===== config.mk =====
export PLATFORM = sky130hd
export DESIGN_NAME = token_rate_utilization_regulator
export DESIGN_NICKNAME = d
export VERILOG_FILES = /design/src/rtl/trur_pkg.sv /design/src/rtl/token_rate_utilization_regulator.sv /design/src/rtl/trur_div.sv /design/src/rtl/trur_core.sv
export SDC_FILE = /design/constraint.sdc
export NUM_CORES = 2
export LEC_CHECK = 0
export BUFFER_PORTS_ARGS = -buffer_cell sky130_fd_sc_hd__buf_2
export CORE_MARGIN = 8
export CORE_UTILIZATION = 55
export DETAILED_ROUTE_END_ITERATION = 10
export PLACE_DENSITY = 0.71
export SYNTH_ARGS = -nofsm -noshare
export SYNTH_HDL_FRONTEND = slang
export SYNTH_SLANG_ARGS = --single-unit

===== constraint.sdc =====
create_clock -name clk -period 11.15 [get_ports clk]
set_clock_uncertainty 0.1 [all_clocks]
set_input_delay 0 -clock clk [delete_from_list [all_inputs] [get_ports clk]]
set_output_delay 0 -clock clk [all_outputs]
set_load 0.01 [all_outputs]

===== src/rtl/trur_pkg.sv =====
// shared widths, constants and types of the token rate utilization regulator
`default_nettype none
package trur_pkg;

  // field and state widths
  localparam int TICK_W    = 32;
  localparam int TOKEN_W   = 16;
  localparam int UTIL_W    = 7;
  localparam int LAUNCH_W  = 16;
  localparam int TARGET_W  = 7;
  localparam int PERIOD_W  = 10;

  // configuration port
  localparam int CFG_W     = 10;
  localparam int CFG_IDX_W = 1;
  localparam logic [CFG_IDX_W-1:0] REG_TARGET = CFG_IDX_W'(0);
  localparam logic [CFG_IDX_W-1:0] REG_PERIOD = CFG_IDX_W'(1);

  localparam logic [TARGET_W-1:0] TARGET_RESET = TARGET_W'(100);
  localparam logic [PERIOD_W-1:0] PERIOD_RESET = PERIOD_W'(50);

  // token limits
  localparam logic [TOKEN_W-1:0] TOKEN_ONE = TOKEN_W'(1);
  localparam logic [TOKEN_W-1:0] WARM_MAX  = TOKEN_W'(3);
  localparam logic [TOKEN_W-1:0] TOKEN_MAX = '1;

  // datapath widths: |err| * cur, the step, the cap products
  localparam int PROD_W  = UTIL_W + LAUNCH_W;
  localparam int DELTA_W = (PROD_W > TOKEN_W) ? PROD_W : TOKEN_W;
  localparam int LHS_W   = DELTA_W + LAUNCH_W + 1;
  localparam int RHS_W   = LAUNCH_W + TOKEN_W;
  localparam int NUM_W   = 2 * LAUNCH_W + 1;
  localparam int NEXT_W  = DELTA_W + 2;

  // shared serial divider: dividend covers tick count and cap numerator,
  // divisor covers period, 4 * util and prev + 1
  localparam int DIV_DW    = (TICK_W > NUM_W) ? TICK_W : NUM_W;
  localparam int DIV_VW    = LAUNCH_W + 1;
  localparam int DIV_CNT_W = $clog2(DIV_DW + 1);

  // one sample request
  typedef struct packed {
    logic [UTIL_W-1:0]   util;
    logic [LAUNCH_W-1:0] cur;
    logic [LAUNCH_W-1:0] prev;
    logic                pending;
  } item_t;

  // one result
  typedef struct packed {
    logic [TOKEN_W-1:0] tokens;
    logic               updated;
  } res_t;

endpackage
`default_nettype wire


===== src/rtl/token_rate_utilization_regulator.sv =====
// top level: request and result channels, configuration registers, output register
//
// Usage:
//   Each request on the in channel (in_valid/in_ready) carries one utilization
//   sample: util_sample, cur_avg_launches, prev_avg_launches, update_pending.
//   Each request yields exactly one result on the out channel
//   (out_valid/out_ready): tokens_per_cycle after the step and updated.
//   Registers are written through cfg_wr_en/cfg_index/cfg_data:
//   index 0 is target_limit, index 1 is sample_period.
//   One request is worked on at a time. A pending sample goes straight to the
//   result. Any other request counts a tick; past warm-up the shared serial
//   divider takes the tick modulo, and an adjustment also has it work out the
//   raw step and, when the launch change caps it, the launch-change cap.
//   in_ready is high whenever the sequencer is idle, so the next request is
//   taken while the previous result still sits in the output register; if the
//   receiver stalls, the finished result after that waits inside the block.
//   Reset sets target_limit to 100, sample_period to 50, the tick count to 0,
//   the tokens to 1 and empties the output register.
`default_nettype none
module token_rate_utilization_regulator (
  input  wire logic                          clk,
  input  wire logic                          rst,
  input  wire logic                          in_valid,
  output logic                               in_ready,
  input  wire logic [trur_pkg::UTIL_W-1:0]   util_sample,
  input  wire logic [trur_pkg::LAUNCH_W-1:0] cur_avg_launches,
  input  wire logic [trur_pkg::LAUNCH_W-1:0] prev_avg_launches,
  input  wire logic                          update_pending,
  output logic                               out_valid,
  input  wire logic                          out_ready,
  output logic [trur_pkg::TOKEN_W-1:0]       tokens_per_cycle,
  output logic                               updated,
  input  wire logic                          cfg_wr_en,
  input  wire logic [trur_pkg::CFG_IDX_W-1:0] cfg_index,
  input  wire logic [trur_pkg::CFG_W-1:0]    cfg_data
);
  import trur_pkg::*;

  logic [TARGET_W-1:0] target_limit;
  logic [PERIOD_W-1:0] sample_period;
  item_t               req;
  logic                busy;
  logic                res_valid;
  logic                res_ready;
  res_t                res;

  // configuration registers
  always_ff @(posedge clk) begin
    if (rst) begin
      target_limit  <= TARGET_RESET;
      sample_period <= PERIOD_RESET;
    end else if (cfg_wr_en) begin
      unique case (cfg_index)
        REG_TARGET: target_limit  <= cfg_data[TARGET_W-1:0];
        REG_PERIOD: sample_period <= cfg_data[PERIOD_W-1:0];
        default: ;
      endcase
    end
  end

  // request payload
  assign req.util    = util_sample;
  assign req.cur     = cur_avg_launches;
  assign req.prev    = prev_avg_launches;
  assign req.pending = update_pending;
  assign in_ready    = !busy;

  trur_core u_core (
    .clk        (clk),
    .rst        (rst),
    .start      (in_valid && in_ready),
    .start_item (req),
    .target     (target_limit),
    .period     (sample_period),
    .busy       (busy),
    .res_valid  (res_valid),
    .res_ready  (res_ready),
    .res        (res)
  );

  // output register
  assign res_ready = !out_valid || out_ready;

  always_ff @(posedge clk) begin
    if (rst) begin
      out_valid <= 1'b0;
    end else if (res_valid && res_ready) begin
      out_valid <= 1'b1;
    end else if (out_ready) begin
      out_valid <= 1'b0;
    end
  end

  always_ff @(posedge clk) begin
    if (res_valid && res_ready) begin
      tokens_per_cycle <= res.tokens;
      updated          <= res.updated;
    end
  end

endmodule
`default_nettype wire


===== src/rtl/trur_div.sv =====
// restoring divider, one quotient bit per cycle
`default_nettype none
module trur_div (
  input  wire logic                         clk,
  input  wire logic                         rst,
  input  wire logic                         start,
  input  wire logic [trur_pkg::DIV_DW-1:0]  dividend,
  input  wire logic [trur_pkg::DIV_VW-1:0]  divisor,
  output logic                              done,
  output logic [trur_pkg::DIV_DW-1:0]       quotient,
  output logic [trur_pkg::DIV_VW-1:0]       remainder
);
  import trur_pkg::*;

  logic [DIV_DW-1:0]    quo;
  logic [DIV_VW-1:0]    rem;
  logic [DIV_VW-1:0]    dvs;
  logic [DIV_CNT_W-1:0] cnt;
  logic                 busy;
  logic [DIV_VW:0]      trial;
  logic                 fits;

  // shift the next dividend bit into the partial remainder and try a subtract
  assign trial = {rem, quo[DIV_DW-1]};
  assign fits  = trial >= {1'b0, dvs};

  // control: step counter and done pulse
  always_ff @(posedge clk) begin
    if (rst) begin
      busy <= 1'b0;
      cnt  <= '0;
      done <= 1'b0;
    end else begin
      done <= 1'b0;
      if (start) begin
        busy <= 1'b1;
        cnt  <= DIV_CNT_W'(DIV_DW);
      end else if (busy) begin
        cnt <= cnt - DIV_CNT_W'(1);
        if (cnt == DIV_CNT_W'(1)) begin
          busy <= 1'b0;
          done <= 1'b1;
        end
      end
    end
  end

  // datapath: dividend register turns into the quotient
  always_ff @(posedge clk) begin
    if (start) begin
      quo <= dividend;
      rem <= '0;
      dvs <= divisor;
    end else if (busy) begin
      quo <= {quo[DIV_DW-2:0], fits};
      rem <= fits ? DIV_VW'(trial - {1'b0, dvs}) : trial[DIV_VW-1:0];
    end
  end

  assign quotient  = quo;
  assign remainder = rem;

endmodule
`default_nettype wire


===== src/rtl/trur_core.sv =====
// sequencer for tick counting, warm-up and the periodic token adjustment
`default_nettype none
module trur_core (
  input  wire logic                          clk,
  input  wire logic                          rst,
  input  wire logic                          start,
  input  wire trur_pkg::item_t               start_item,
  input  wire logic [trur_pkg::TARGET_W-1:0] target,
  input  wire logic [trur_pkg::PERIOD_W-1:0] period,
  output logic                               busy,
  output logic                               res_valid,
  input  wire logic                          res_ready,
  output trur_pkg::res_t                     res
);
  import trur_pkg::*;

  localparam logic [3:0] S_IDLE  = 4'd0;
  localparam logic [3:0] S_TICK  = 4'd1;
  localparam logic [3:0] S_MOD   = 4'd2;
  localparam logic [3:0] S_PREP  = 4'd3;
  localparam logic [3:0] S_DELTA = 4'd4;
  localparam logic [3:0] S_CAP   = 4'd5;
  localparam logic [3:0] S_CMP   = 4'd6;
  localparam logic [3:0] S_XDIV  = 4'd7;
  localparam logic [3:0] S_FIN   = 4'd8;
  localparam logic [3:0] S_DONE  = 4'd9;

  logic [3:0]          state;
  logic [TICK_W-1:0]   tick;
  logic [TOKEN_W-1:0]  tokens;
  logic                upd;
  item_t               item;
  logic [PROD_W-1:0]   prod;
  logic [DELTA_W-1:0]  step;
  logic [LHS_W-1:0]    lhs;
  logic [RHS_W-1:0]    rhs;
  logic [NUM_W-1:0]    num;

  logic [PERIOD_W-1:0] period_eff;
  logic                warm;
  logic                up;
  logic [UTIL_W-1:0]   aerr;
  logic [LAUNCH_W-1:0] ad;
  logic                cap;
  logic                div_start;
  logic [DIV_DW-1:0]   div_dividend;
  logic [DIV_VW-1:0]   div_divisor;
  logic                div_done;
  logic [DIV_DW-1:0]   div_quo;
  logic [DIV_VW-1:0]   div_rem;
  logic signed [NEXT_W-1:0] next_s;
  logic [TOKEN_W-1:0]  next_tokens;

  // sample terms
  assign period_eff = (period == '0) ? PERIOD_W'(1) : period;
  assign warm       = tick <= TICK_W'(period_eff);
  assign up         = target > item.util;
  assign aerr       = up ? target - item.util : item.util - target;
  assign ad         = (item.cur > item.prev) ? item.cur - item.prev : item.prev - item.cur;
  assign cap        = (item.cur != item.prev) && (lhs > LHS_W'(rhs));

  // divider requests: tick modulo period, the raw step, the launch cap
  assign div_start = ((state == S_TICK) && !warm) ||
                     ((state == S_PREP) && (aerr != '0) &&
                      (item.util != '0) && (item.cur != '0)) ||
                     ((state == S_CMP) && cap);

  always_comb begin
    unique case (state)
      S_PREP: begin
        div_dividend = DIV_DW'(prod);
        div_divisor  = DIV_VW'({item.util, 2'b00});
      end
      S_CMP: begin
        div_dividend = DIV_DW'(num);
        div_divisor  = DIV_VW'(item.prev) + DIV_VW'(1);
      end
      default: begin
        div_dividend = DIV_DW'(tick);
        div_divisor  = DIV_VW'(period_eff);
      end
    endcase
  end

  trur_div u_div (
    .clk       (clk),
    .rst       (rst),
    .start     (div_start),
    .dividend  (div_dividend),
    .divisor   (div_divisor),
    .done      (div_done),
    .quotient  (div_quo),
    .remainder (div_rem)
  );

  // move the tokens by the step and clamp to the token range
  always_comb begin
    if (up) begin
      next_s = $signed(NEXT_W'(tokens)) + $signed(NEXT_W'(step));
    end else begin
      next_s = $signed(NEXT_W'(tokens)) - $signed(NEXT_W'(step));
    end
    if (next_s < $signed(NEXT_W'(1))) begin
      next_tokens = TOKEN_ONE;
    end else if (next_s > $signed(NEXT_W'(TOKEN_MAX))) begin
      next_tokens = TOKEN_MAX;
    end else begin
      next_tokens = next_s[TOKEN_W-1:0];
    end
  end

  // control state, tick count and tokens
  always_ff @(posedge clk) begin
    if (rst) begin
      state  <= S_IDLE;
      tick   <= '0;
      tokens <= TOKEN_ONE;
      upd    <= 1'b0;
    end else begin
      unique case (state)
        S_IDLE: begin
          if (start) begin
            if (start_item.pending) begin
              upd   <= 1'b0;
              state <= S_DONE;
            end else begin
              tick  <= tick + TICK_W'(1);
              state <= S_TICK;
            end
          end
        end
        S_TICK: begin
          if (warm) begin
            if (tokens <= WARM_MAX) begin
              tokens <= tokens + TOKEN_W'(1);
              upd    <= 1'b1;
            end else begin
              upd <= 1'b0;
            end
            state <= S_DONE;
          end else begin
            state <= S_MOD;
          end
        end
        S_MOD: begin
          if (div_done) begin
            if (div_rem != '0) begin
              upd   <= 1'b0;
              state <= S_DONE;
            end else begin
              state <= S_PREP;
            end
          end
        end
        S_PREP: begin
          state <= div_start ? S_DELTA : S_CAP;
        end
        S_DELTA: begin
          if (div_done) begin
            state <= S_CAP;
          end
        end
        S_CAP: begin
          state <= S_CMP;
        end
        S_CMP: begin
          state <= cap ? S_XDIV : S_FIN;
        end
        S_XDIV: begin
          if (div_done) begin
            state <= S_FIN;
          end
        end
        S_FIN: begin
          tokens <= next_tokens;
          upd    <= 1'b1;
          state  <= S_DONE;
        end
        S_DONE: begin
          if (res_ready) begin
            state <= S_IDLE;
          end
        end
        default: begin
          state <= S_IDLE;
        end
      endcase
    end
  end

  // datapath registers
  always_ff @(posedge clk) begin
    if ((state == S_IDLE) && start) begin
      item <= start_item;
    end
    if (state == S_MOD) begin
      prod <= PROD_W'(aerr) * PROD_W'(item.cur);
    end
    // zero error gives no step, zero util or launches saturate it
    if (state == S_PREP) begin
      step <= (aerr == '0) ? '0 : DELTA_W'(TOKEN_MAX);
    end
    if ((state == S_DELTA) && div_done) begin
      step <= div_quo[DELTA_W-1:0];
    end
    if (state == S_CAP) begin
      lhs <= LHS_W'(step) * (LHS_W'(item.prev) + LHS_W'(1));
      rhs <= RHS_W'(ad) * RHS_W'(tokens);
      num <= NUM_W'(item.prev) * NUM_W'(ad) + (up ? '0 : NUM_W'(item.prev));
    end
    if ((state == S_XDIV) && div_done) begin
      step <= DELTA_W'(div_quo);
    end
  end

  assign busy       = state != S_IDLE;
  assign res_valid  = state == S_DONE;
  assign res.tokens  = tokens;
  assign res.updated = upd;

endmodule
`default_nettype wire


==> flow_summary.json <==
{
  "holdCritStartpoint": "prev_avg_launches[2]",
  "ys_seq_elements": 353,
  "tightest_slew_ps": 1140,
  "vias": 43057,
  "synthCells": 5996,
  "fmax_mhz": 94.5,
  "io_buffer_count": 74,
  "first_pass_iters": 6,
  "status": "complete, no violations",
  "postCtsSetupBuffers": 0,
  "finalWirelength_mm": 157,
  "seq_area_frac_synth": 0.178,
  "cts_sinks": 353,
  "yosys.cell_count.top_type": "inv_1",
  "rsz0062_at_grt": "no",
  "worst_setup_path_end_kind": "flop",
  "layout-drive-gt1-share": 0.0643,
  "synth_edf_count": 257,
  "cpMostUsedCell": "fa_1",
  "syn_area_um2": 54200,
  "cap_viol_max_count": 0,
  "critPathLaunch": "u_core.item[17]",
  "clock_latency_ps": 620,
  "cts_buffers": 43,
  "arrival_ps": 10830,
  "worstPathRequired_ps": 11400,
  "antenna_found_initial": 8,
  "synthesis.nets": 7357,
  "ant_nets": 0,
  "drt-initial-drc-count": 3969,
  "nNetsFinal": 7394,
  "area_growth_pct": 8.26,
  "dieArea_um2": 109000,
  "io_pins": 75,
  "grt_overflow": 0,
  "critPathKind": "reg2reg",
  "max_stage_delay_ps": 520,
  "synth_top_area_cell": "fa_1",
  "synth_top_flop_cell": "edfxtp_1",
  "finalCritPeriodShare": 0.949,
  "crit_fanout": 26,
  "synth_top_area_frac": 0.294,
  "clkTransAtPathRegs_ps": 70,
  "slowest_stage": "edfxtp_1",
  "fin_crit_ps": 10580,
  "rows": 115,
  "hpwl_mm": 118,
  "initial_core_util": 0.553,
  "synth.top_cells.by_count": "inv_1 (1075), nand2_1 (880), fa_1 (795)",
  "clk_root_buffer_cell": "clkbuf_16",
  "htreeDepth": 2,
  "slew_headroom": 0.239,
  "fillers": 8395,
  "grt_max_degree": 77,
  "viasPerCell": 5.85,
  "syn_avg_cell_area_um2": 9.03,
  "fin_setup_tns_ps": 0,
  "cts_max_path_buffers": 3,
  "place.gp.congestion": 0.951,
  "finalHoldViolCount": 0,
  "yosysUniqueCellTypes": 95,
  "grt_util_all_layers": 0.290,
  "cts_tree": "yes",
  "final-setup-viol-count": 0,
  "synthTopCellsByArea": "fa_1 (29%), edfxtp_1 (14%), ha_1 (12%)",
  "wl_per_cell_um": 21.3,
  "grt_pass1_vias": 44222,
  "core-area_um2": 98000,
  "finalMaxSlewViolations": 0,
  "die_width_um": 330,
  "die_height_um": 330,
  "grt_pass1_wl_mm": 248,
  "ys_warn_count": 0,
  "r2r-start": "u_core.item[17]",
  "synth-async-reset-ratio": 0,
  "hold_class": "in2reg",
  "drcViolationCount": 0,
  "cp-start-kind": "flop"
}
==> stage by stage <==
step	utilization	hold slack (ps)	instances	instance area [um2]	setup WS (ps)
5_1_grt	0.598	34.8	7357	58600	6.06
2_1_floorplan	-	-20.2	5996	54200	2000
3_3_place_gp	0.573	76.2	7172	56200	905
4_1_cts	0.598	6.96	7355	58600	627
3_5_place_dp	0.573	78.1	7172	56200	666
6_report	0.598	33.5	7358	58600	567
==> cells by family after synthesis <==
group | Yosys count | share of synthesized area
buffers and inverters | 1389 | 0.0973
XOR/XNOR | 189 | 0.0306
flip-flops | 353 | 0.178
multiplexers | 63 | 0.0129
AO/OA/AOI/OAI | 758 | 0.0977
AND/OR/NAND/NOR | 1939 | 0.172
adder cells (fa/ha/maj) | 1305 | 0.412
==> repair_timing <==
action                                  in CTS  in global routing
hold buffers                               103                  0
hold endpoints to repair                    97                  0
endpoints found under the setup margin       0                  1
resized for setup                            0                  1
==> path summary, 6_finish.rpt <==
kind               endpoint  slack, ps  cells after the start
max reg2reg  u_core.num[25]        570                     33
min reg2reg         updated        330                      0
max          u_core.num[25]        570                     33
min          u_core.item[3]         30                      2
==> critical path: cells and delay by family, from the launching register on <==
family                   cells  cell delay, ps
AO/OA/AOI/OAI               12            3540
multiplexers                 1             340
adder cells (fa/ha/maj)      9            3780
buffers and inverters        7            1100
AND/OR/NAND/NOR              3             780
XOR/XNOR                     1             130
flip-flops                   1             520
==> layout make-up <==
type,count,area [um2],area share
clock inverters,28,284,0.00484
multi-input cells,4254,39600,0.675
well taps,1287,1610,0.0275
diodes,3,7.51,0.000128
inverters,1077,4040,0.0689
repair buffers,304,2380,0.0406
flip-flops and latches,353,9640,0.164
clock buffers,52,1120,0.0191
==> state kept, by name (all words and copies together), names as in the netlist, 17 cells and up <==
register / count
u_core.lhs: 40
u_core.item: 39
u_core.num: 33
u_core.u_div.quotient: 33
u_core.rhs: 32
u_core.tick: 32
u_core.prod: 23
u_core.step: 23
u_core.u_div.dvs: 17
u_core.u_div.remainder: 17
==> metal layers <==
metal,vias up,global-route usage,wire [um],part of all wire
met5,-,0,0,0
met4,0,0.126,8040,0.051
met3,395,0.0468,13600,0.087
met2,1905,0.477,72900,0.47
met1,21391,0.380,62100,0.40
li1,19366,-,-,-
==> layout by cell type (no fill, tap or decap), types with 96 or more instances in the layout <==
cell type / Yosys / final
edfxtp_1: 257 / 257
nor2_1: 266 / 264
buf_4: 2 / 125
a21oi_1: 179 / 178
and2_1: 266 / 265
dfxtp_1: 96 / 96
xnor2_1: 119 / 96
ha_1: 510 / 508
dlygate4sd3_1: 0 / 103
fa_1: 795 / 795
inv_1: 1075 / 1075
nand2_1: 880 / 880
Power is not shown: default switching activity piles up to over one toggle a cycle in this logic, so the estimate is an artifact.
